$ cat src/hw/rtl/sduv_pkg.sv
// shared types, constants and helper functions for the sphere direction to uv pipeline
`timescale 1ns / 1ps

package sduv_pkg;

  localparam int          CW             = 36;
  localparam int          CORDIC_STEPS   = 28;
  localparam int          SQRT_STAGES    = 16;
  localparam int          PRESCALE_SHIFT = 16;
  localparam int          MAG_LIMIT      = 32768;
  localparam logic [31:0] HALF_TURN      = 32'h8000_0000;
  localparam logic [31:0] BACK_QUARTER   = 32'hC000_0000;
  localparam logic [15:0] THR_RESET      = 16'd66;

  // square root pipeline payload
  typedef struct packed {
    logic signed [16:0] cx;
    logic signed [16:0] cy;
    logic signed [16:0] cz;
    logic               zero;
    logic               pole;
    logic [31:0]        root;
    logic [34:0]        rem;
    logic [31:0]        rad;
  } sduv_sq_t;

  // cordic pipeline payload, polar and azimuth rotations side by side
  typedef struct packed {
    logic signed [CW-1:0] px;
    logic signed [CW-1:0] py;
    logic signed [CW-1:0] ax;
    logic signed [CW-1:0] ay;
    logic [31:0]          pang;
    logic [31:0]          aang;
    logic                 zero;
    logic                 pole;
  } sduv_cor_t;

  // arctan(2^-i) in turns, Q0.32
  function automatic logic [31:0] atan_turns(input int idx);
    case (idx)
      0:       return 32'd536870912;
      1:       return 32'd316933406;
      2:       return 32'd167458907;
      3:       return 32'd85004756;
      4:       return 32'd42667331;
      5:       return 32'd21354465;
      6:       return 32'd10679838;
      7:       return 32'd5340245;
      8:       return 32'd2670163;
      9:       return 32'd1335087;
      10:      return 32'd667544;
      11:      return 32'd333772;
      12:      return 32'd166886;
      13:      return 32'd83443;
      14:      return 32'd41722;
      15:      return 32'd20861;
      16:      return 32'd10430;
      17:      return 32'd5215;
      18:      return 32'd2608;
      19:      return 32'd1304;
      20:      return 32'd652;
      21:      return 32'd326;
      22:      return 32'd163;
      23:      return 32'd81;
      24:      return 32'd41;
      25:      return 32'd20;
      26:      return 32'd10;
      27:      return 32'd5;
      default: return 32'd0;
    endcase
  endfunction

  // shift right that truncates the magnitude and keeps the sign
  function automatic logic signed [CW-1:0] shr_mag(input logic signed [CW-1:0] v, input int n);
    logic signed [CW-1:0] q;
    logic [CW-1:0]        mask;
    mask = (CW'(1) << n) - CW'(1);
    q    = v >>> n;
    if (v[CW-1] && ((v & mask) != '0)) begin
      q = q + CW'(1);
    end
    return q;
  endfunction

  // one digit of the restoring square root
  function automatic sduv_sq_t sqrt_step(input sduv_sq_t s);
    sduv_sq_t   r;
    logic [34:0] rem_n;
    logic [34:0] trial;
    r     = s;
    rem_n = {s.rem[32:0], s.rad[31:30]};
    trial = {1'b0, s.root, 2'b01};
    if (rem_n >= trial) begin
      r.rem  = rem_n - trial;
      r.root = {s.root[30:0], 1'b1};
    end else begin
      r.rem  = rem_n;
      r.root = {s.root[30:0], 1'b0};
    end
    r.rad = {s.rad[29:0], 2'b00};
    return r;
  endfunction

endpackage

$ cat src/hw/rtl/sduv_sqrt_stage.sv
// square root pipeline stage, two result bits per stage
`timescale 1ns / 1ps

module sduv_sqrt_stage (
  input  logic               clk_i,
  input  logic               rst_ni,
  input  logic               en_i,
  input  logic               valid_i,
  input  sduv_pkg::sduv_sq_t data_i,
  output logic               valid_o,
  output sduv_pkg::sduv_sq_t data_o
);

  logic               valid_q;
  sduv_pkg::sduv_sq_t data_q, data_d;

  assign data_d = sduv_pkg::sqrt_step(sduv_pkg::sqrt_step(data_i));

  always_ff @(posedge clk_i or negedge rst_ni) begin
    if (!rst_ni) begin
      valid_q <= 1'b0;
    end else if (en_i) begin
      valid_q <= valid_i;
    end
  end

  always_ff @(posedge clk_i) begin
    if (en_i) begin
      data_q <= data_d;
    end
  end

  assign valid_o = valid_q;
  assign data_o  = data_q;

endmodule

$ cat config.mk
export PLATFORM = sky130hd
export DESIGN_NAME = sduv_sqrt_stage
export DESIGN_NICKNAME = d
export VERILOG_FILES = /design/src/hw/rtl/sduv_pkg.sv /design/src/hw/rtl/sduv_sqrt_stage.sv
export SDC_FILE = /design/constraint.sdc
export NUM_CORES = 1
export LEC_CHECK = 0
export BUFFER_PORTS_ARGS = -buffer_cell sky130_fd_sc_hd__buf_2
export CELL_PAD_IN_SITES_DETAIL_PLACEMENT = 1
export CELL_PAD_IN_SITES_GLOBAL_PLACEMENT = 2
export CORE_UTILIZATION = 28
export DETAILED_ROUTE_END_ITERATION = 8
export GPL_TIMING_DRIVEN = 0
export PLACE_DENSITY_LB_ADDON = 0.1
export SLEW_MARGIN = 20
export SYNTH_ARGS = -nofsm -noshare
export SYNTH_HDL_FRONTEND = slang
export SYNTH_SLANG_ARGS = --single-unit
$ cat constraint.sdc
create_clock -name clk_i -period 0.8 [get_ports clk_i]
set_input_delay 0.16 -clock clk_i [delete_from_list [all_inputs] [get_ports clk_i]]
set_output_delay 0.16 -clock clk_i [all_outputs]
set_load 0.05 [all_outputs]
==> results.md <==
* Iteration-0 DRC Markers at 374
* Least-Margin Pin Slew at 0.679 ns
* Die Area at 33500 um2
* # port buffers at between 300 and 400
* WP data required at 0.99 ns
* Post-Syn Instances at 858
* Simple-gate share of the synthesized area at 0.114
* Critical path class: input pin to flop
* CTS max path bufs at 2
* CP startpoint kind: input pin
* Syn Area/Cell at around 11 um2
* H-Tree Depth at 4
* First-pass GRT wire length at 56600 um
* Final antenna-violating net count at 0
* CTS sink count at 149
* Leak pwr at 6.72 nW
* Fin worst setup slack at -4.10 ns
* Ys flop type: edfxtp_1
* I/O Pins at 309
* DRT Pass-1 Iters at 4
* Routed vias/inst at 4.89
* Fraction of registers with async set/reset at 0.00671
* Die Ht at ~180 um
* Ys Warns at 0
* Reg area at approximately 4500 um2
* ANT cells at 0
* Fin nets at 1592
* Post-synth EDFFs at 148
* Worst-path fanout max at 8
* Max-slew violation count at 0
* Clk_lat worst skew at around 0.44 ns
* DP HPWL at 26300 um
* Routed wire length at 38200 um
* Final period utilization at 6.13
* Sw Share at 0.396
* Global route overflow at 0
* Area of the mapped netlist at 9170 um2
* Maxcap violations at 0
* Seq pwr share at 0.278
* Power Total at 0.0381 W
* Antenna violations before repair at 2
* Slew margin rel. at 0.546
* Failing checks: negative setup slack
* Worst R2R Path Depth at 1
* GR Util All Layers at 0.227
* Skew final at 0 ns
* NetSw at 0.0151 W
* Area Growth Syn to Fin at 74.3%
* Combinational share of power at 0.497
* RSZ-0062 raised after global routing: true
* Wire per inst at ~21 um
* Setup_tns at -199.02 ns
* Placed Area at approximately 12000 um2
* Synth unique cells at 73
* Design Area, Final at 16000 um2
* Largest net degree at the start of global routing at 56
* Die Wd at 183 um
* Min-delay worst type: input pin to flop
* Sequential share of the synthesized area at 0.487
* CTS root buffer: clkbuf_16
* Maximum VDD drop at 0.00138 V
* Number of global-route vias before repair at between 9k and 10k
* Place WS at -5.93 ns
* Mux cell area share after synthesis at 0.0236
* Fin util at 0.501
* Min Tclk post-route at around 4.9 ns
* Initial core utilization at 0.288
* Setup-failing EPs final at 186
* Row count at 65
* Crit path arrival time at between 5 and 6 ns
* Endpoints failing hold at 0
* Synth Area in Compound Gates at 0.186
* Clock share of power at 0.225
* Final routed DRC violation total at 0
* Final GP Congestion at a little over 0.8
* Hold depth at 3
* Total CTS buffers at 17
* Fmax at between 0.2 and 0.25 GHz
* TritonCTS clock tree: built
* Multi-input logic area at about 5300 um2
* Synth Area in Adders at 0.0928
* Xor and xnor area share after synthesis at 0.0524
* Synthesized flop and latch total at 149
* Vias at 8886
* Proportion of layout cells with a drive suffix above 1 at 0.439
* Worst-path clk slew at 0.06 ns
* Outcome: complete, but fails checks
* Main combinational cell family by area after synthesis: compound AO/OA/AOI/OAI gates
* Core Area at between 30000 and 40000 um2
* Kind of end point of the critical path: flop
* # fillers at 3424
* Pwr per Cell Area at 2390 nW/um2
* Cell Int Power at 0.0230 W
[cells in the mapped netlist, types with 4 or more instances]
master,instances,area share
nor4_1,5,0.0034
nand3_1,14,0.0076
nor2_1,48,0.020
mux2_2,5,0.0061
ha_1,68,0.093
a221o_1,4,0.0044
clkbuf_1,19,0.0078
a21boi_0,4,0.0033
and3_1,15,0.010
xnor2_1,36,0.034
o21ai_1,6,0.0033
inv_1,62,0.025
mux2i_1,4,0.0044
o21bai_1,11,0.0090
edfxtp_1,148,0.48
a211oi_1,5,0.0041
o21ai_0,46,0.025
a21o_1,35,0.029
nor2b_1,4,0.0027
xor2_1,17,0.016
mux2_4,8,0.013
buf_2,4,0.0022
nand2_1,73,0.030
buf_4,4,0.0033
a31oi_1,15,0.010
a21oi_1,75,0.041
nand4_1,13,0.0089
o31ai_1,11,0.0090
nand2b_1,5,0.0034
o21a_1,9,0.0074
nor3_1,13,0.0071
o211ai_1,5,0.0041
and2_1,4,0.0027
or2_2,5,0.0034
[worst paths after layout]
path	from	to	slack [ns]
worst max-delay path	data_i[88]	data_o[65]	-4.10
worst min-delay path	data_i[29]	data_o[33]	0.06
worst max register to register	valid_o	valid_o	0
worst min register to register	valid_o	valid_o	0.56
max in group asynchronous	rst_ni	valid_o	0.12
min in group asynchronous	rst_ni	valid_o	0.56
[routing by layer]
metal / part of all wire / vias to the layer above / GRT usage / wire [um]
met5: 0.00078 / - / 0 / 30
met4: 0.019 / 4 / 0.0570 / 730
met3: 0.056 / 35 / 0.0475 / 2150
met2: 0.48 / 270 / 0.380 / 18300
met1: 0.45 / 4334 / 0.298 / 17100
li1: - / 4243 / - / -
[timing repair]
action / CTS / global route
endpoints found under the setup margin: 282 / 235
hold buffers: 114 / 0
buffers inserted: 54 / 21
gates cloned: 4 / 1
resized for setup: 473 / 49
endpoints found under the hold margin: 113 / 0
pin swaps: 45 / 29
[power by group through the flow]
stage	registers, W	logic (W)	clock network (W)
6_report	0.0106	0.0190	0.00857
5_1_grt	0.0107	0.0201	0.00910
4_1_cts	0.0106	0.0184	0.00876
3_5_place_dp	0.0105	0.0146	0
3_3_place_gp	0.0104	0.0146	0
2_1_floorplan	0.0144	0.00671	0
[stage by stage]
step | hold slack [ns] | std cells
after floorplan | -0.136 | 861
after global placement | -0.0649 | 1598
after detailed placement | -0.0621 | 1599
after CTS | 0.0321 | 1795
after global routing | 0.0405 | 1816
final | 0.0606 | 1816
[cell usage in the layout (no fill, tap or decap), types with 5 or more instances in the layout]
master	netlist	final
buf_6	3	164
edfxtp_1	148	148
buf_2	4	140
dlygate4sd3_1	0	114
buf_4	4	75
nand2_1	73	66
a21oi_1	75	53
inv_1	62	51
nor2_1	48	41
a21o_1	35	35
xnor2_1	36	35
ha_1	68	34
o21ai_0	46	32
ha_4	0	25
clkbuf_16	0	24
a21oi_2	0	18
xor2_1	17	17
nand3_1	14	13
nand4_1	13	13
a31oi_1	15	12
nor3_1	13	11
and3_1	15	10
o21bai_1	11	10
o21ai_1	6	10
o21a_1	9	9
mux2_4	8	9
ha_2	0	9
o21ai_2	0	7
buf_12	0	7
o31ai_4	0	7
inv_2	2	6
clkbuf_8	0	5
nand2_2	0	5
nor2_2	0	5
or2_2	5	5
o211ai_1	5	5
[layout make-up]
cell class              count  share of cell area
plain buffers              21              0.0206
clock buffers              18              0.0269
clock inverters            14              0.0110
inverters                  64              0.0179
multi-input cells         618               0.332
flip-flops and latches    149               0.280
well taps                 435              0.0341
repair buffers            497               0.278
[flip-flops by register name, indices dropped and copies added, names as in the netlist]
signal / cells
valid_o: 1
data_o: 148
[worst max-delay path, cell delays in order]
cell and delay (ns):
buf_8 0.09, inv_8 0.03, ha_4 0.26, nand4_1 0.16
or4_4 0.54, or3_4 0.36, o32a_4 0.42, nand2_8 0.11
inv_8 0.04, buf_12 0.13, clkbuf_16 0.17, o31ai_4 0.31
ha_4 0.26, a21o_1 0.19, a21o_1 0.17, a21oi_2 0.15
o21ai_1 0.08, a21o_1 0.24, o21ai_4 0.21, a21oi_4 0.10
nor3_4 0.21, buf_6 0.17, inv_8 0.05, buf_12 0.14
mux2_4 0.31
[cell families after synthesis]
kind of cell | Yosys count
AOI/OAI and AO/OA | 260
DFF | 149
other | 1
xor gates and xnor gates | 54
and+or+nand+nor | 215
muxes | 17
buffers and inverters | 94
adders and majority gates | 68
No activity file was read; power rests on OpenSTA's default activity.
