==> config.mk <==
export PLATFORM = sky130hd
export DESIGN_NAME = sduv_front
export DESIGN_NICKNAME = d
export VERILOG_FILES = /design/src/hw/rtl/sduv_pkg.sv /design/src/hw/rtl/sduv_front.sv
export SDC_FILE = /design/constraint.sdc
export NUM_CORES = 2
export LEC_CHECK = 0
export BUFFER_PORTS_ARGS = -buffer_cell sky130_fd_sc_hd__buf_2
export CAP_MARGIN = 20
export CORE_MARGIN = 5
export CORE_UTILIZATION = 45
export DETAILED_ROUTE_END_ITERATION = 7
export GPL_ROUTABILITY_DRIVEN = 1
export PLACE_DENSITY = 0.72
export SYNTH_ARGS = -nofsm -noshare
export SYNTH_HDL_FRONTEND = slang
export SYNTH_SLANG_ARGS = --single-unit
export TNS_END_PERCENT = 30
==> constraint.sdc <==
create_clock -name clk_i -period 10.8 [get_ports clk_i]
set_input_delay 0.54 -clock clk_i [delete_from_list [all_inputs] [get_ports clk_i]]
set_output_delay 0.54 -clock clk_i [all_outputs]
set_load 0.01 [all_outputs]
==> src/hw/rtl/sduv_pkg.sv <==
// shared types, constants and helper functions for the sphere direction to uv pipeline
`timescale 1ns / 1ps

package sduv_pkg;

  localparam int          CW             = 36;
  localparam int          CORDIC_STEPS   = 28;
  localparam int          SQRT_STAGES    = 16;
  localparam int          PRESCALE_SHIFT = 16;
  localparam int          MAG_LIMIT      = 32768;
  localparam logic [31:0] HALF_TURN      = 32'h8000_0000;
  localparam logic [31:0] BACK_QUARTER   = 32'hC000_0000;
  localparam logic [15:0] THR_RESET      = 16'd66;

  // square root pipeline payload
  typedef struct packed {
    logic signed [16:0] cx;
    logic signed [16:0] cy;
    logic signed [16:0] cz;
    logic               zero;
    logic               pole;
    logic [31:0]        root;
    logic [34:0]        rem;
    logic [31:0]        rad;
  } sduv_sq_t;

  // cordic pipeline payload, polar and azimuth rotations side by side
  typedef struct packed {
    logic signed [CW-1:0] px;
    logic signed [CW-1:0] py;
    logic signed [CW-1:0] ax;
    logic signed [CW-1:0] ay;
    logic [31:0]          pang;
    logic [31:0]          aang;
    logic                 zero;
    logic                 pole;
  } sduv_cor_t;

  // arctan(2^-i) in turns, Q0.32
  function automatic logic [31:0] atan_turns(input int idx);
    case (idx)
      0:       return 32'd536870912;
      1:       return 32'd316933406;
      2:       return 32'd167458907;
      3:       return 32'd85004756;
      4:       return 32'd42667331;
      5:       return 32'd21354465;
      6:       return 32'd10679838;
      7:       return 32'd5340245;
      8:       return 32'd2670163;
      9:       return 32'd1335087;
      10:      return 32'd667544;
      11:      return 32'd333772;
      12:      return 32'd166886;
      13:      return 32'd83443;
      14:      return 32'd41722;
      15:      return 32'd20861;
      16:      return 32'd10430;
      17:      return 32'd5215;
      18:      return 32'd2608;
      19:      return 32'd1304;
      20:      return 32'd652;
      21:      return 32'd326;
      22:      return 32'd163;
      23:      return 32'd81;
      24:      return 32'd41;
      25:      return 32'd20;
      26:      return 32'd10;
      27:      return 32'd5;
      default: return 32'd0;
    endcase
  endfunction

  // shift right that truncates the magnitude and keeps the sign
  function automatic logic signed [CW-1:0] shr_mag(input logic signed [CW-1:0] v, input int n);
    logic signed [CW-1:0] q;
    logic [CW-1:0]        mask;
    mask = (CW'(1) << n) - CW'(1);
    q    = v >>> n;
    if (v[CW-1] && ((v & mask) != '0)) begin
      q = q + CW'(1);
    end
    return q;
  endfunction

  // one digit of the restoring square root
  function automatic sduv_sq_t sqrt_step(input sduv_sq_t s);
    sduv_sq_t   r;
    logic [34:0] rem_n;
    logic [34:0] trial;
    r     = s;
    rem_n = {s.rem[32:0], s.rad[31:30]};
    trial = {1'b0, s.root, 2'b01};
    if (rem_n >= trial) begin
      r.rem  = rem_n - trial;
      r.root = {s.root[30:0], 1'b1};
    end else begin
      r.rem  = rem_n;
      r.root = {s.root[30:0], 1'b0};
    end
    r.rad = {s.rad[29:0], 2'b00};
    return r;
  endfunction

endpackage

==> src/hw/rtl/sduv_front.sv <==
// front stages: prescale, squares, radius sums and pole test
`timescale 1ns / 1ps

module sduv_front #(
  parameter int COMPONENT_BITS = 16
) (
  input  logic                      clk_i,
  input  logic                      rst_ni,
  input  logic                      en_i,
  input  logic                      valid_i,
  input  logic [COMPONENT_BITS-1:0] dir_x_i,
  input  logic [COMPONENT_BITS-1:0] dir_y_i,
  input  logic [COMPONENT_BITS-1:0] dir_z_i,
  input  logic [31:0]               thr_sq_i,
  output logic                      valid_o,
  output sduv_pkg::sduv_sq_t        data_o
);

  localparam int CB = COMPONENT_BITS;
  localparam int MW = (CB > 16) ? CB : 16;
  localparam int KW = $clog2(MW);

  // stage a: raw inputs
  logic                 a_valid_q;
  logic [2:0][CB-1:0]   a_c_q;
  // stage b: magnitudes
  logic                 b_valid_q;
  logic [2:0][MW-1:0]   b_mag_q, b_mag_d;
  logic [2:0]           b_neg_q, b_neg_d;
  logic [MW-1:0]        b_m_q, b_m_d;
  // stage c: scaled magnitudes
  logic                 c_valid_q;
  logic [2:0][15:0]     c_s_q, c_s_d;
  logic [2:0]           c_neg_q;
  logic                 c_zero_q, c_zero_d;
  logic [KW-1:0]        ksel;
  // stage d: squares
  logic                 d_valid_q;
  logic [2:0][31:0]     d_sq_q, d_sq_d;
  logic [2:0][16:0]     d_cs_q, d_cs_d;
  logic                 d_zero_q;
  // stage e: sums
  logic                 e_valid_q;
  logic [31:0]          e_rho2_q, e_rho2_d;
  logic [31:0]          e_r2_q, e_r2_d;
  logic [2:0][16:0]     e_cs_q;
  logic                 e_zero_q;
  // stage f: threshold product
  logic                 f_valid_q;
  logic [63:0]          f_prod_q, f_prod_d;
  logic [31:0]          f_rho2_q;
  logic [2:0][16:0]     f_cs_q;
  logic                 f_zero_q;
  // stage g: pole decision
  logic                 g_valid_q;
  sduv_pkg::sduv_sq_t   g_data_q, g_data_d;

  always_comb begin
    b_m_d = '0;
    for (int i = 0; i < 3; i++) begin
      b_neg_d[i] = a_c_q[i][CB-1];
      b_mag_d[i] = MW'(a_c_q[i][CB-1] ? (~a_c_q[i] + 1'b1) : a_c_q[i]);
      if (b_mag_d[i] > b_m_d) begin
        b_m_d = b_mag_d[i];
      end
    end
  end

  // smallest shift that brings the largest magnitude into range
  always_comb begin
    ksel = '0;
    for (int k = MW - 1; k >= 0; k--) begin
      if ((b_m_q >> k) <= MW'(sduv_pkg::MAG_LIMIT)) begin
        ksel = KW'(k);
      end
    end
    for (int i = 0; i < 3; i++) begin
      c_s_d[i] = 16'(b_mag_q[i] >> ksel);
    end
    c_zero_d = (b_m_q == '0);
  end

  always_comb begin
    for (int i = 0; i < 3; i++) begin
      d_cs_d[i] = c_neg_q[i] ? (17'd0 - {1'b0, c_s_q[i]}) : {1'b0, c_s_q[i]};
      d_sq_d[i] = c_s_q[i] * c_s_q[i];
    end
  end

  always_comb begin
    e_rho2_d = d_sq_q[0] + d_sq_q[1];
    e_r2_d   = e_rho2_d + d_sq_q[2];
  end

  always_comb begin
    f_prod_d = thr_sq_i * e_r2_q;
  end

  always_comb begin
    g_data_d      = '0;
    g_data_d.cx   = f_cs_q[0];
    g_data_d.cy   = f_cs_q[1];
    g_data_d.cz   = f_cs_q[2];
    g_data_d.zero = f_zero_q;
    g_data_d.pole = (f_rho2_q == '0) || ({f_rho2_q, 32'd0} < f_prod_q);
    g_data_d.rad  = f_rho2_q;
  end

  always_ff @(posedge clk_i or negedge rst_ni) begin
    if (!rst_ni) begin
      a_valid_q <= 1'b0;
      b_valid_q <= 1'b0;
      c_valid_q <= 1'b0;
      d_valid_q <= 1'b0;
      e_valid_q <= 1'b0;
      f_valid_q <= 1'b0;
      g_valid_q <= 1'b0;
    end else if (en_i) begin
      a_valid_q <= valid_i;
      b_valid_q <= a_valid_q;
      c_valid_q <= b_valid_q;
      d_valid_q <= c_valid_q;
      e_valid_q <= d_valid_q;
      f_valid_q <= e_valid_q;
      g_valid_q <= f_valid_q;
    end
  end

  always_ff @(posedge clk_i) begin
    if (en_i) begin
      a_c_q    <= {dir_z_i, dir_y_i, dir_x_i};
      b_mag_q  <= b_mag_d;
      b_neg_q  <= b_neg_d;
      b_m_q    <= b_m_d;
      c_s_q    <= c_s_d;
      c_neg_q  <= b_neg_q;
      c_zero_q <= c_zero_d;
      d_sq_q   <= d_sq_d;
      d_cs_q   <= d_cs_d;
      d_zero_q <= c_zero_q;
      e_rho2_q <= e_rho2_d;
      e_r2_q   <= e_r2_d;
      e_cs_q   <= d_cs_q;
      e_zero_q <= d_zero_q;
      f_prod_q <= f_prod_d;
      f_rho2_q <= e_rho2_q;
      f_cs_q   <= e_cs_q;
      f_zero_q <= e_zero_q;
      g_data_q <= g_data_d;
    end
  end

  assign valid_o = g_valid_q;
  assign data_o  = g_data_q;

endmodule

==> qor.yml <==
setup_path:
  crit_top_cell: "fa_1"
  worstPathRequired_ns: 11.23
  worstPathCellList: "nand2_1 -> fa_1 -> inv_1 -> fa_1 -> inv_1 -> fa_1 -> fa_1 -> inv_1 -> fa_1 -> fa_1 -> fa_1 -> fa_1 -> ha_1 -> and3_1 -> nand2_1 -> or3_1 -> a2111oi_2 -> a21oi_1 -> o31ai_2 -> nand2_1 -> nor4_1 -> o22ai_1 -> xnor2_1"
  max_stage_delay_ns: 1.11
  cp_slowest_cell: "edfxtp_1"
  endpoint_kind: "flip-flop"
  crit_type: "flip-flop to flip-flop"
  crit_arrival_ns: 8.92
  critical_path.startpoint_type: "flip-flop"
  path_max_fanout: 32
  r2r.worst_path.cells: 23
logic_synthesis:
  ys_warn_count: 0
  synth_top_flop_cell: "edfxtp_1"
  synth_edf_count: 658
  postSynthAreaPerCell_sq_um: 10.58
  synth_most_common_cell: "inv_1"
  synth_top_cells_by_count: "inv_1 (1,625), fa_1 (1,389), nand2_1 (754), and2_1 (715), ha_1 (697)"
  syn_area_sq_um: 81940
  ys_types: 89
  yosysTopAreaCell: "fa_1"
  ys_seq_elements: 665
  ys_seq_area_share_pct: 24.33
  synth_largest_type_area_fraction_pct: 33.93
  syn_inst: 7746
  synthArstFlopShare_pct: 1.053
  yosys-top-cells-area: "fa_1 (34%), edfxtp_1 (24%), ha_1 (11%)"
outcome:
  status: "complete, no violations"
clock_network:
  cts_root_buf: "clkbuf_16"
  numCtsBuffers: 75
  cts_sinks: 665
  cts_tree: "done"
  postCtsHoldBufs: 49
  htree_levels: 3
  cts_resized: 0
  clk_pin_slew_ns: 0.07
  cts.path.max_buffers: 3
  clk_latency_ns: 0.69
  cts_setup_buffers: 0
global_route:
  grt_max_degree: 176
  grt_overflow: 0
  antenna_found_initial: 8
  grt_pass1_vias: 58889
  grt_pass1_wl_mm: 319.4
  grt_use_total_pct: 21.13
floorplan:
  fp.dieW_microns: 436.7
  row_count: 156
  dieArea_sq_um: 190700
  initial_utilization_pct: 45.29
  io_pins: 237
  dieHeight_microns: 436.7
  coreArea_sq_um: 180900
place:
  gp_congestion: 0.9319
  placed_cells: 10026
  port_buffers: 169
  hpwlAfterDp_mm: 154.5
  place_area_sq_um: 84780
timing:
  fin_crit_ns: 8.482
  period_share_pct: 78.54
  hold_viol: 0
  final_max_slew_viol_count: 0
  fin_hold_ws_ns: 0.1038
  finClkSkew_ns: 0.02993
  fmax_mhz: 117.9
  worst_pin_slew_ns: 1.155
  finalSetupTns_ns: 0
  rsz0062_at_grt: "false"
  slew_headroom_pct: 23.01
  finalSetupViolations: 0
finish:
  nets: 9961
  design_area_sq_um: 88020
  fin_cells: 10224
  syn_to_final_growth_pct: 7.415
  drive_gt1_share_pct: 5.694
routing:
  drt_wl_total_mm: 197.6
  first_pass_iters: 8
  routed_via_density: 5.234
  vias: 53512
  wl_per_cell_microns: 19.33
  drt_iter0_markers: 3581
  ant_nets: 0
  route.detailed.drc: 0
flow_run:
  cap_violations: 0
hold_path:
  worstHoldPathCells: 2
  min_path_type: "input port to flip-flop"
-- path summary, 6_finish.rpt --
check	startpoint	endpoint	slack, ns
setup / recovery	e_r2_q[3]	f_prod_q[61]	2.32
hold / removal	valid_i	a_valid_q	0.10
setup reg to reg	e_r2_q[3]	f_prod_q[61]	2.32
hold reg to reg	e_cs_q[14]	f_cs_q[14]	0.41
max in group asynchronous	rst_ni	d_valid_q	10.41
min in group asynchronous	rst_ni	a_valid_q	0.24
-- worst max-delay path, delay by kind of cell, from the launching register on --
kind            cells  cell delay, ns
compound gates      4            1.11
xor+xnor            1            0.14
fa+ha+maj           9            4.47
buf+inv             3            0.15
flops               1            1.11
simple gates        6            1.23
-- metal layers --
metal  wire length, microns  vias up  global-route usage [%]
li1                       -    24046                       -
met1                  78290    27265                   26.53
met2                  97330     1773                   36.28
met3                  13690      426                   3.885
met4                   8323        2                   8.306
met5                     13        -                       0
-- cells by family after synthesis --
kind of cell	synth area share, %
adder cells (fa/ha/maj)	44.58
buffers and inverters	9.496
AND/OR/NAND/NOR	11.97
flip-flops	24.33
AO/OA/AOI/OAI	5.309
XOR/XNOR	3.174
multiplexers	1.148
other	0.004576
-- flip-flops by register name (all words and copies together) (netlist names), 3 cells and up --
signal,flops
a_c_q,48
b_m_q,16
b_mag_q,48
b_neg_q,3
c_neg_q,3
c_s_q,48
d_cs_q,48
d_sq_q,93
data_o,85
e_cs_q,51
e_r2_q,32
e_rho2_q,32
f_cs_q,51
f_prod_q,64
f_rho2_q,32
-- cell usage in the layout (no fill, tap or decap), types with 92 or more instances in the layout --
master       n
xor2_1      95
ha_1       697
xnor2_1    202
o21ai_0    107
inv_1     1625
edfxtp_1   658
and2_1     714
buf_2      168
a21o_1      92
fa_1      1389
nand2_1    754
a21oi_1    194
nor2_1     183
-- metrics by stage --
stage	utilization, %	setup slack (ns)
floorplan	-	3.392
finish	48.65	2.318
CTS	48.51	2.172
global placement	46.83	2.251
detailed placement	46.86	2.214
global route	48.65	1.869
-- layout make-up --
cell class	count	area (sq um)
clock buffers	85	1936
fillers	16028	92920
clock inverters	52	556.8
flip-flops and latches	665	19930
diodes	3	7.507
inverters	1636	6141
multi-input cells	5142	54480
well taps	2370	2965
repair buffers	271	2002
Power is left out: the tool's default activity adds up to more than one toggle a clock period on the data nets, which glitch-free logic cannot reach.
