[config.mk]
export PLATFORM = sky130hd
export DESIGN_NAME = sduv_cordic_stage
export DESIGN_NICKNAME = d
export VERILOG_FILES = /design/src/hw/rtl/sduv_pkg.sv /design/src/hw/rtl/sduv_cordic_stage.sv
export SDC_FILE = /design/constraint.sdc
export NUM_CORES = 1
export LEC_CHECK = 0
export BUFFER_PORTS_ARGS = -buffer_cell sky130_fd_sc_hd__buf_2
export CORE_UTILIZATION = 41
export DETAILED_ROUTE_END_ITERATION = 8
export SYNTH_ARGS = -nofsm -noshare
export SYNTH_HDL_FRONTEND = slang
export SYNTH_SLANG_ARGS = --single-unit
[constraint.sdc]
create_clock -name clk_i -period 1.3 [get_ports clk_i]
set_clock_uncertainty 0.05 [all_clocks]
set_input_delay 0.13 -clock clk_i [delete_from_list [all_inputs] [get_ports clk_i]]
set_output_delay 0.13 -clock clk_i [all_outputs]
set_load 0.1 [all_outputs]
[src/hw/rtl/sduv_pkg.sv]
// shared types, constants and helper functions for the sphere direction to uv pipeline
`timescale 1ns / 1ps

package sduv_pkg;

  localparam int          CW             = 36;
  localparam int          CORDIC_STEPS   = 28;
  localparam int          SQRT_STAGES    = 16;
  localparam int          PRESCALE_SHIFT = 16;
  localparam int          MAG_LIMIT      = 32768;
  localparam logic [31:0] HALF_TURN      = 32'h8000_0000;
  localparam logic [31:0] BACK_QUARTER   = 32'hC000_0000;
  localparam logic [15:0] THR_RESET      = 16'd66;

  // square root pipeline payload
  typedef struct packed {
    logic signed [16:0] cx;
    logic signed [16:0] cy;
    logic signed [16:0] cz;
    logic               zero;
    logic               pole;
    logic [31:0]        root;
    logic [34:0]        rem;
    logic [31:0]        rad;
  } sduv_sq_t;

  // cordic pipeline payload, polar and azimuth rotations side by side
  typedef struct packed {
    logic signed [CW-1:0] px;
    logic signed [CW-1:0] py;
    logic signed [CW-1:0] ax;
    logic signed [CW-1:0] ay;
    logic [31:0]          pang;
    logic [31:0]          aang;
    logic                 zero;
    logic                 pole;
  } sduv_cor_t;

  // arctan(2^-i) in turns, Q0.32
  function automatic logic [31:0] atan_turns(input int idx);
    case (idx)
      0:       return 32'd536870912;
      1:       return 32'd316933406;
      2:       return 32'd167458907;
      3:       return 32'd85004756;
      4:       return 32'd42667331;
      5:       return 32'd21354465;
      6:       return 32'd10679838;
      7:       return 32'd5340245;
      8:       return 32'd2670163;
      9:       return 32'd1335087;
      10:      return 32'd667544;
      11:      return 32'd333772;
      12:      return 32'd166886;
      13:      return 32'd83443;
      14:      return 32'd41722;
      15:      return 32'd20861;
      16:      return 32'd10430;
      17:      return 32'd5215;
      18:      return 32'd2608;
      19:      return 32'd1304;
      20:      return 32'd652;
      21:      return 32'd326;
      22:      return 32'd163;
      23:      return 32'd81;
      24:      return 32'd41;
      25:      return 32'd20;
      26:      return 32'd10;
      27:      return 32'd5;
      default: return 32'd0;
    endcase
  endfunction

  // shift right that truncates the magnitude and keeps the sign
  function automatic logic signed [CW-1:0] shr_mag(input logic signed [CW-1:0] v, input int n);
    logic signed [CW-1:0] q;
    logic [CW-1:0]        mask;
    mask = (CW'(1) << n) - CW'(1);
    q    = v >>> n;
    if (v[CW-1] && ((v & mask) != '0)) begin
      q = q + CW'(1);
    end
    return q;
  endfunction

  // one digit of the restoring square root
  function automatic sduv_sq_t sqrt_step(input sduv_sq_t s);
    sduv_sq_t   r;
    logic [34:0] rem_n;
    logic [34:0] trial;
    r     = s;
    rem_n = {s.rem[32:0], s.rad[31:30]};
    trial = {1'b0, s.root, 2'b01};
    if (rem_n >= trial) begin
      r.rem  = rem_n - trial;
      r.root = {s.root[30:0], 1'b1};
    end else begin
      r.rem  = rem_n;
      r.root = {s.root[30:0], 1'b0};
    end
    r.rad = {s.rad[29:0], 2'b00};
    return r;
  endfunction

endpackage

[src/hw/rtl/sduv_cordic_stage.sv]
// one vectoring cordic step for the polar and azimuth angles
`timescale 1ns / 1ps

module sduv_cordic_stage #(
  parameter int STEP = 0
) (
  input  logic                clk_i,
  input  logic                rst_ni,
  input  logic                en_i,
  input  logic                valid_i,
  input  sduv_pkg::sduv_cor_t data_i,
  output logic                valid_o,
  output sduv_pkg::sduv_cor_t data_o
);

  localparam logic [31:0] ATAN = sduv_pkg::atan_turns(STEP);

  logic                          valid_q;
  sduv_pkg::sduv_cor_t           data_q, data_d;
  logic signed [sduv_pkg::CW-1:0] pdx, pdy, adx, ady;

  always_comb begin
    data_d = data_i;
    pdx    = sduv_pkg::shr_mag(data_i.py, STEP);
    pdy    = sduv_pkg::shr_mag(data_i.px, STEP);
    adx    = sduv_pkg::shr_mag(data_i.ay, STEP);
    ady    = sduv_pkg::shr_mag(data_i.ax, STEP);
    if (!data_i.py[sduv_pkg::CW-1]) begin
      data_d.px   = data_i.px + pdx;
      data_d.py   = data_i.py - pdy;
      data_d.pang = data_i.pang + ATAN;
    end else begin
      data_d.px   = data_i.px - pdx;
      data_d.py   = data_i.py + pdy;
      data_d.pang = data_i.pang - ATAN;
    end
    if (!data_i.ay[sduv_pkg::CW-1]) begin
      data_d.ax   = data_i.ax + adx;
      data_d.ay   = data_i.ay - ady;
      data_d.aang = data_i.aang + ATAN;
    end else begin
      data_d.ax   = data_i.ax - adx;
      data_d.ay   = data_i.ay + ady;
      data_d.aang = data_i.aang - ATAN;
    end
  end

  always_ff @(posedge clk_i or negedge rst_ni) begin
    if (!rst_ni) begin
      valid_q <= 1'b0;
    end else if (en_i) begin
      valid_q <= valid_i;
    end
  end

  always_ff @(posedge clk_i) begin
    if (en_i) begin
      data_q <= data_d;
    end
  end

  assign valid_o = valid_q;
  assign data_o  = data_q;

endmodule
==> results.md, run 1 <==
- Worst path cell trace: buf_8 -> clkinvlp_4 -> buf_6 -> ha_4 -> buf_6 -> nand2b_4 -> a21oi_4 -> o2111ai_4 -> a2111oi_4 -> buf_4 -> buf_6 -> nor2_4 -> o211ai_1 -> buf_4 -> a211oi_2 -> mux2i_1 -> xor2_1
- Hold Crit Class: primary input to flop
- Largest family of logic cells by synthesized area: compound AO/OA/AOI/OAI gates
- Top cell type's share of synthesized area: 0.327
- Share of layout cells above drive strength 1: 0.532
- Critical-path top delay cell: a2111oi_4
- Startpoint Class: primary input
- CTS tree: yes
- Bufs on Longest Clock Path: 3
- FP Rows: 78
- Mux cell area share after synthesis: 0.0211
- Reg clk slew, reported paths: 0.06 ns
- Top_reg_cell synth: edfxtp_1
- Vias in the first global route: around 24k
- Finished Cell Area: 36200 um^2
- Library cells used by synthesis: 82
- Boundary Pins: between 400 and 500
- Dominant cells by area after synthesis: edfxtp_1 33%, ha_1 14%, a21oi_1 6.5%
- Root Driver: clkbuf_16
- Mapped cell area: 19100 um^2
- Adder-cell share of the synthesized area: 0.151
- Setup violations, final: ~340
- Total Nets Final: 3918
- DR pass1 iterations: 6
- CTS Sinks: 209
- Placed wire-length estimate: 64.9 mm
- Worst slew pin tran: 0.816 ns
- Slew Viols, Final: 0
- GRT overflow: 0
- Sequential area share after synthesis: 0.328
- Critical Path AT: 2.76 ns
- Status: complete, but fails checks
- Worst Path Buf+Inv: 7
- Routed via count: between 20k and 25k
- Min-Delay Path Depth: 4
- Post-Synth Simple-Gate Area: 0.128
- Wirelength per Cell: approximately 22 um
- Placed Area: around 30000 um^2
- Max FO, Critical Path: 3
- Worst IR Drop VDD: roughly 0.0013 V
- #FFs+latches synth: between 200 and 250
- Max incr delay on CP: between 0.3 and 0.4 ns
- Largest net degree at the start of global routing: 53
- FILL cells: 2893
- Failing checks: negative setup slack
- Drt via density: roughly 5.5
- Synth area leader: edfxtp_1
- Syn nets: about 2.6k
- Final period utilization: 1.92
- Final worst slack: -1.20 ns
- Iter 0 DRT Violations: 1626
- Worst-skew pair later-pin latency: 0.57 ns
- Hold Vio Cnt, Final: 0
- Setup TNS: -114.57 ns
- Hold WS: roughly 0.041 ns
- CP Depth: 17
- Cell count after synthesis: about 2.2k
- R2R depth: 1
- GRT Util Overall: 0.357
- Required time of the critical path: approximately 1.6 ns
- Crit path max-delay family: compound AO/OA/AOI/OAI gates
- First-pass GRT wire length: between 100 and 150 mm
- Pwr dens: around 1100 nW/um^2
- Ys Warns: 0
- Final wirelength: between 80 and 90 mm
- Min Tclk post-route: roughly 2.5 ns
- MaxCap Viol Count: 0
- Unrepaired setup endpoints after global routing: true
- CTS H-tree lvls: 1
- Area delta synth->final: 89.5%
- Most common cell on crit path: buf_6
- XOR/XNOR Fraction of Synth Area: 0.0633
- Core Area: between 40000 and 50000 um^2
- Syn Area/Cell: slightly below 9 um^2
- Die area: between 40000 and 50000 um^2
- Async S/R FF share, synth: 0.00478
- Compound-Gate Fraction of Synth Area: 0.242
- Crit end category: flop
- Post-DRT Antenna Nets: 0
- Number of remaining DRC errors: 0
- Leakage: approximately 0.016 uW
- Starting density of the core: 0.418
- Clock buffer count from CTS: 26
- Worst slew margin: 0.449
- RePlAce Congestion: between 0.9 and 1
- Max Clk Rate: roughly 0.40 GHz
- Chip Width: roughly 220 um
- I/O Buffers: approximately 420
- Post-synth EDFFs: ~210
- Core Util, Final: 0.792
- WS Path Type: primary input to flop
- Initial antenna violation count: 5
- Die Ht: ~220 um
- Total power: a little over 40000 uW
-- power by group --
group	switching (uW)	internal, uW
Sequential	765	8750
Combinational	14400	9280
Clock	3260	3920
-- layout by cell type (no fill, tap or decap), types with 25 or more instances in the layout --
master         synthesis  final
buf_4                  3    781
buf_6                  0    237
edfxtp_1             208    208
buf_2                 20    178
inv_1                219    175
ha_1                 218    170
a21oi_1              249    164
nor2_1               163    134
buf_12                 0    100
nand2_1              111     94
xnor2_1              113     89
dlygate4sd3_1          0     70
a21oi_2                0     57
o21ai_0              137     56
a21o_1                57     56
o21bai_1              60     48
ha_4                   0     44
o21ai_1                2     36
nand4_1               32     32
o21ai_2                0     31
nor3_1                42     28
a21oi_4                0     28
clkbuf_16              0     26
nand3_1               31     25
-- final timing paths --
| kind | start | endpoint | slack [ns] |
|---|---|---|---|
| setup / recovery | data_i[67] | data_o[131]$_DFFE_PP_ | -1.20 |
| hold / removal | data_i[102] | data_o[66]$_DFFE_PP_ | 0.04 |
| setup reg to reg | valid_o$_DFFE_PN0P_ | valid_o$_DFFE_PN0P_ | 0.40 |
| hold reg to reg | valid_o$_DFFE_PN0P_ | valid_o$_DFFE_PN0P_ | 0.57 |
| max in group asynchronous | rst_ni | valid_o$_DFFE_PN0P_ | 0.65 |
| min in group asynchronous | rst_ni | valid_o$_DFFE_PN0P_ | 0.42 |
-- stage by stage --
step	instances	worst slack (ns)
2_1_floorplan	2167	-1.37
3_3_place_gp	3865	-1.85
3_5_place_dp	3865	-1.85
4_1_cts	4058	-1.18
5_1_grt	4100	-1.26
6_report	4100	-1.20
-- Yosys cell counts (5+ instances only) --
cell       number
a21oi_1       249
inv_1         219
ha_1          218
edfxtp_1      208
nor2_1        163
o21ai_0       137
xnor2_1       113
nand2_1       111
clkbuf_1       64
o21bai_1       60
a21o_1         57
nor3_1         42
mux2i_1        38
nand4_1        32
nand3_1        31
nand2b_1       27
a211oi_1       26
o31ai_1        26
xor2_1         25
o211ai_1       22
buf_2          20
nor2b_1        20
nor4_1         20
a31oi_1        19
buf_1          17
o21a_1         13
and3_1         12
and2_1         11
a221oi_1        9
fa_1            8
a211o_1         7
a31o_2          7
o41ai_1         7
or3_1           7
a21boi_0        6
a221o_1         6
or2_2           6
a2111oi_0       5
nand3b_1        5
nor4b_1         5
o2111ai_1       5
o311ai_0        5
o31a_1          5
-- state kept, by name, indices dropped and copies added, names as in the netlist --
register  count
data_o      208
valid_o       1
-- logic make-up after synthesis --
logic type / count (synthesis)
compound gates: 721
xor+xnor: 138
fa+ha+maj: 226
buf+inv: 326
flops: 209
mux: 40
simple gates: 507
-- cell type report --
cell class | count | area [um^2] | area share
sequential | 209 | 6270 | 0.173
antenna | 3 | 7.51 | 0.000207
tap | 600 | 751 | 0.0207
multi-input combinational | 1632 | 14900 | 0.413
timing repair buffer | 1387 | 12400 | 0.344
clock buffer | 30 | 666 | 0.0184
clock inverter | 17 | 145 | 0.00401
inverter | 222 | 981 | 0.0271
-- what timing repair did --
| action | in CTS | in global routing |
|---|---|---|
| setup endpoints to repair | 337 | 338 |
| gates resized for setup | 723 | 198 |
| setup buffers | 94 | 58 |
| endpoints found under the hold margin | 87 | 0 |
| hold buffers | 70 | 0 |
| pin swaps | 232 | 176 |
-- routing by layer --
layer | GRT usage | wire length (um) | up-vias
met3 | 0.0350 | 4460 | 293
li1 | - | - | 10400
met1 | 0.409 | 33900 | 11000
met2 | 0.655 | 45900 | 1009
met5 | 0 | 8 | -
met4 | 0.183 | 5070 | 2
Note: power is estimated with default switching activity, not from simulation.
==> run 2: changes to the inputs <==
PLACE_DENSITY = 0.66   (was default)
clock period = 2.2 ns   (was 1.3 ns; I/O delays follow)
==> results.md, run 2 (synthesis gave the netlist of run 1 again) <==
- Pwr dens: around 670 nW/um^2
- Critical Path AT: roughly 2.8 ns
- CTS tree: yes
- Reg-to-reg slack, setup: roughly 1.4 ns
- Critical-path top delay cell: fa_2
- Commonest non-fill, non-tap cell in the layout: buf_4
- WS Path Type: primary input to flop
- Die Ht: 218 um
- Max FO, Critical Path: 4
- Max incr delay on CP: 0.36 ns
- Leakage: between 0.015 and 0.02 uW
- Startpoint Class: primary input
- Initial antenna violation count: 5
- Combinational group share of total power: 0.555
- Hold Crit Class: primary input to flop
- Area delta synth->final: 74.2%
- FP Rows: a little under 80
- DR pass1 iterations: 7
- Die area: 47400 um^2
- Worst IR Drop VDD: a little over 0.0009 V
- Final period utilization: 1.13
- Number of remaining DRC errors: 0
- Critical R2R Launch: valid_o$_DFFE_PN0P_
- Crit end category: flop
- CTS Sinks: 209
- Wirelength per Cell: 21.9 um
- Setup violations, final: 76
- Failing checks: negative setup slack
- Boundary Pins: between 400 and 500
- Min-Delay Path Depth: 4
- Psw: 10500 uW
- Share of layout cells above drive strength 1: 0.501
- Clock buffer count from CTS: 26
- MaxCap Viol Count: 0
- Most common cell on crit path: a21oi_1
- Largest net degree at the start of global routing: between 70 and 80
- Clock power frac: 0.206
- Post-DRT Antenna Nets: 0
- Hold WS: about 0.075 ns
- Largest register FFs: between 200 and 250
- Starting density of the core: 0.418
- Drt via density: ~5.5
- Most frequent cells in the layout: 770 x buf_4, 388 x buf_2, 208 x edfxtp_1
- Worst slew pin tran: just under 1 ns
- Final wirelength: slightly below 90 mm
- First-pass GRT wire length: 130 mm
- Vias in the first global route: 22.9k
- Setup TNS: -10.17 ns
- CTS H-tree lvls: 1
- Reg clk slew, reported paths: 0.06 ns
- Worst-skew pair later-pin latency: ~0.6 ns
- Slew Viols, Final: 0
- Root Driver: clkbuf_16
- Routed via count: approximately 22k
- Worst slew margin: 0.345
- Min Tclk post-route: roughly 2.5 ns
- Hold Vio Cnt, Final: 0
- GRT overflow: 0
- Final worst slack: -0.293 ns
- GRT Util Overall: 0.357
- Int Power: 11900 uW
- Status: complete, but fails checks
- R2R depth: 1
- RePlAce Congestion: 0.948
- Sequential share of power: 0.239
- Worst path cell trace: buf_12 -> inv_8 -> ha_4 -> fa_2 -> nand2b_4 -> a211o_4 -> a21oi_1 -> o21ai_0 -> a31oi_1 -> a21oi_1 -> o21ai_1 -> o221a_2 -> nor2_1
- Unrepaired setup endpoints after global routing: true
- I/O Buffers: around 420
- Total Nets Final: a little under 4k
- Bufs on Longest Clock Path: 3
- Total power: around 22000 uW
- Chip Width: approximately 220 um
- Max Clk Rate: about 0.40 GHz
- Core Util, Final: 0.728
- Sw frac: 0.469
- Required time of the critical path: roughly 2.5 ns
- Placed wire-length estimate: between 60 and 70 mm
- Reg2reg end: valid_o$_DFFE_PN0P_
- Core Area: between 40000 and 50000 um^2
- Iter 0 DRT Violations: around 1.8k
- Hold path start: data_i[174]
- Worst hold endpoint: data_o[138]$_DFFE_PP_
==> run 2: cell types whose count changed in the layout (fill, tap and decap cells not counted), sizes merged <==
cell,before,now
clkinvlp,5,2
buf,1316,1274
clkbuf,31,33
bufinv,1,4
inv,222,220
clkinv,11,13
dlygate4sd3,70,69
==> run 2: metal layers <==
| layer | vias to the layer above | global-route usage | wire [um] |
|---|---|---|---|
| met4 | 4 | 0.157 | 4450 |
| met2 | 981 | 0.641 | 44400 |
| met3 | 257 | 0.0455 | 5410 |
| li1 | 10400 | - | - |
| met5 | - | 0 | 27 |
| met1 | 10800 | 0.423 | 34600 |
==> run 2: what timing repair did <==
action	CTS	global route
hold endpoints to repair	70	0
setup endpoints to repair	87	93
pin swaps	170	166
resized for setup	353	191
hold buffers	69	0
buffers inserted	81	60
==> run 2: cell type report <==
cell class	count	area (um^2)
antenna	3	7.51
fill	3330	12400
clock inverter	17	224
timing repair buffer	1345	9980
multi-input combinational	1632	14400
clock buffer	31	669
inverter	222	966
tap	600	751
sequential	209	6270
==> run 2: worst max-delay path: cells and delay by family <==
kind / cells / cell delay [ns]
and+or+nand+nor: 2 / 0.20
adders and majority gates: 2 / 0.51
buffers and inverters: 2 / 0.12
AOI/OAI and AO/OA: 7 / 1.72
==> run 2: power by group through the flow <==
| stage | combinational [uW] | clock [uW] | sequential, uW |
|---|---|---|---|
| 5_1_grt | 13000 | 4810 | 5400 |
| 3_3_place_gp | 10900 | 0 | 5400 |
| 6_report | 12500 | 4630 | 5370 |
| 4_1_cts | 11800 | 4650 | 5340 |
| 2_1_floorplan | 3270 | 0 | 9480 |
| 3_5_place_dp | 11000 | 0 | 5400 |
==> run 2: how the worst max path moves through the flow <==
stage,from,end,depth (start not counted),slack (ns)
after floorplan,data_i[70],data_o[137]$_DFFE_PP_,11,-0.56
after global placement,data_i[79],data_o[137]$_DFFE_PP_,13,-1.07
after detailed placement,data_i[79],data_o[131]$_DFFE_PP_,14,-1.10
after CTS,data_i[79],data_o[137]$_DFFE_PP_,12,-0.27
after global routing,data_i[67],data_o[132]$_DFFE_PP_,13,-0.43
final,data_i[102],data_o[132]$_DFFE_PP_,13,-0.29
==> run 2: metrics by stage <==
stage | std cells | area [um^2] | setup slack (ns)
floorplan | 2167 | 20400 | -0.562
global placement | 3837 | 28400 | -1.07
detailed placement | 3837 | 28400 | -1.10
CTS | 4016 | 32100 | -0.274
global route | 4058 | 33300 | -0.435
finish | 4059 | 33300 | -0.293
==> run 3: changes to the inputs <==
ABC_AREA = 1   (was default)
PLACE_DENSITY = default   (was 0.66)
==> results.md, run 3 <==
- Die area: ~55000 um^2
- Wirelength per Cell: between 15 and 20 um
- FILL cells: just over 5k
- Library cells used by synthesis: 53
- Count leader, synth: nand2_1
- Clock buffer count from CTS: 28
- Syn Area/Cell: about 6.7 um^2
- Synth area leader: edfxtp_1
- Mapped cell area: about 22000 um^2
- Root Driver: clkbuf_16
- CTS Sinks: between 200 and 250
- RePlAce Congestion: approximately 1.0
- Total power: 20600 uW
- Routed via count: about 26k
- Critical Path AT: 2.26 ns
- Core Area: 53100 um^2
- Bufs on Longest Clock Path: 3
- Cell count after synthesis: 3315
- Die Ht: about 230 um
- Max Clk Rate: about 0.5 GHz
- Sequential area share after synthesis: 0.282
- Drt via density: between 4 and 5
- Async S/R FF share, synth: 0.00478
- Antenna diodes: 0
- Slew Viols, Final: 0
- Final wirelength: around 88 mm
- Dominant cells by area after synthesis: edfxtp_1 28%, nand2_1 16%, ha_1 12%
- Top cell type's share of synthesized area: 0.281
- Most frequent cells in the layout: 960 x nand2_1, 730 x buf_4, 505 x inv_1
- Worst slew pin tran: approximately 0.59 ns
- Hold WS: about 0.083 ns
- Final period utilization: 0.904
- Unrepaired setup endpoints after global routing: false
- Worst-skew pair later-pin latency: 0.60 ns
- CTS tree: yes
- Post-DRT Antenna Nets: 0
- Hold Vio Cnt, Final: 0
- Hold Crit Class: primary input to flop
- Worst slew margin: 0.607
- DR pass1 iterations: 8
- Startpoint Class: primary input
- Hold-fix buffers, CTS: slightly above 70
- Post-synth top cells: 960 x nand2_1, 505 x inv_1, 313 x nand3_1, 289 x nor2_1, 239 x a21oi_1
- Share of layout cells above drive strength 1: 0.287
- Leakage: about 0.017 uW
- Setup violations, final: 0
- Placed wire-length estimate: 74.0 mm
- Post-CTS Setup Repair Bufs: 0
- Post-CTS Resized: 0
- Number of remaining DRC errors: 0
- Min Tclk post-route: between 1.5 and 2 ns
- Commonest non-fill, non-tap cell in the layout: nand2_1
- Syn nets: 3755
- #FFs+latches synth: around 210
- WS Path Type: primary input to flop
- MaxCap Viol Count: 0
- Chip Width: 235 um
- Iter 0 DRT Violations: around 1.9k
- Initial antenna violation count: 0
- First-pass GRT wire length: about 130 mm
- GRT Util Overall: 0.311
- Max FO, Critical Path: 3
- Worst IR Drop VDD: ~0.00065 V
- Top_reg_cell synth: edfxtp_1
- Largest register FFs: between 200 and 250
- Largest net degree at the start of global routing: 71
- Boundary Pins: 425
- Ys Warns: 0
- Starting density of the core: 0.418
- Pwr dens: approximately 650 nW/um^2
- Reg clk slew, reported paths: roughly 0.06 ns
- Crit end category: flop
- Area delta synth->final: 43.2%
- Vias in the first global route: 25.3k
- Post-synth EDFFs: between 200 and 250
- I/O Buffers: 424
- Total Nets Final: slightly below 5k
- Status: complete, no violations
- GRT overflow: 0
- FP Rows: 84
- CTS H-tree lvls: 1
- Required time of the critical path: 2.47 ns
[run 3: changes by cell type after synthesis, moves of 37 or more]
cell / delta
nand2_1: +849
nand3_1: +282
a21o_1: -42
clkbuf_1: -50
nor2_1: +126
buf_4: +37
inv_1: +286
xnor2_1: -108
[run 3: cells by family (layout without fill, tap and decap cells)]
group           after synthesis  after routing  share of synthesized area
simple gates               1677           1677                      0.317
compound gates              531            531                      0.132
mux                           3              3                    0.00141
buf+inv                     608           1795                      0.113
xor+xnor                     61             61                     0.0241
flops                       209            209                      0.282
fa+ha+maj                   226            226                      0.130
[run 3: power breakdown]
part           internal, uW  switching, uW  leakage, uW
registers              5030            195      0.00204
clock network          2510           2040     0.000442
logic                  3210           7570       0.0145
total                 10700           9810       0.0169
[run 3: final timing paths]
check,from,to,slack (ns),cells after the start
min in group asynchronous,rst_ni,valid_o$_DFFE_PN0P_,0.40,3
setup / recovery,data_i[138],data_o[170]$_DFFE_PP_,0.21,14
hold reg to reg,valid_o$_DFFE_PN0P_,valid_o$_DFFE_PN0P_,0.46,1
hold / removal,data_i[64],data_o[64]$_DFFE_PP_,0.08,4
max in group asynchronous,rst_ni,valid_o$_DFFE_PN0P_,1.59,3
setup reg to reg,valid_o$_DFFE_PN0P_,valid_o$_DFFE_PN0P_,1.41,1
[run 3: through the flow]
stage	utilization	area (um^2)	std cells	setup slack [ns]	TNS, ns
detailed placement	0.568	30200	5067	-0.343	-21.01
floorplan	-	22200	3315	0.179	0
global placement	0.568	30200	5067	-0.368	-21.41
CTS	0.599	31800	5190	0.262	0
finish	0.599	31800	5190	0.210	0
global route	0.599	31800	5190	0.0389	0
[run 3: cell type report]
class                      instances  area, um^2  share of cell area
sequential                       209        6270               0.197
clock buffer                      28         701              0.0220
clock inverter                    24         220             0.00693
inverter                         514        1930              0.0607
multi-input combinational       2498       13400               0.422
tap                              688         861              0.0271
timing repair buffer            1229        8400               0.264
[run 3: per-layer routing]
layer  routed length [um]  share of wire  track usage  vias up
met5                    0              0            0        -
met4                 4320          0.049        0.143        0
met3                 4220          0.048       0.0267      189
met2                42600           0.49        0.558      841
met1                36600           0.42        0.376    11700
li1                     -              -            -    13000
[run 3: critical path: stages]
cell and delay, ns:
buf_2 0.10, inv_1 0.04, ha_1 0.21, fa_1 0.45, o21ai_1 0.28, nand2_1 0.13
nand2_1 0.15, nand2_1 0.10, nand2_1 0.17, nand2_1 0.11, nand2_1 0.08, nand2_1 0.05
nand3_1 0.06, nand2_1 0.09
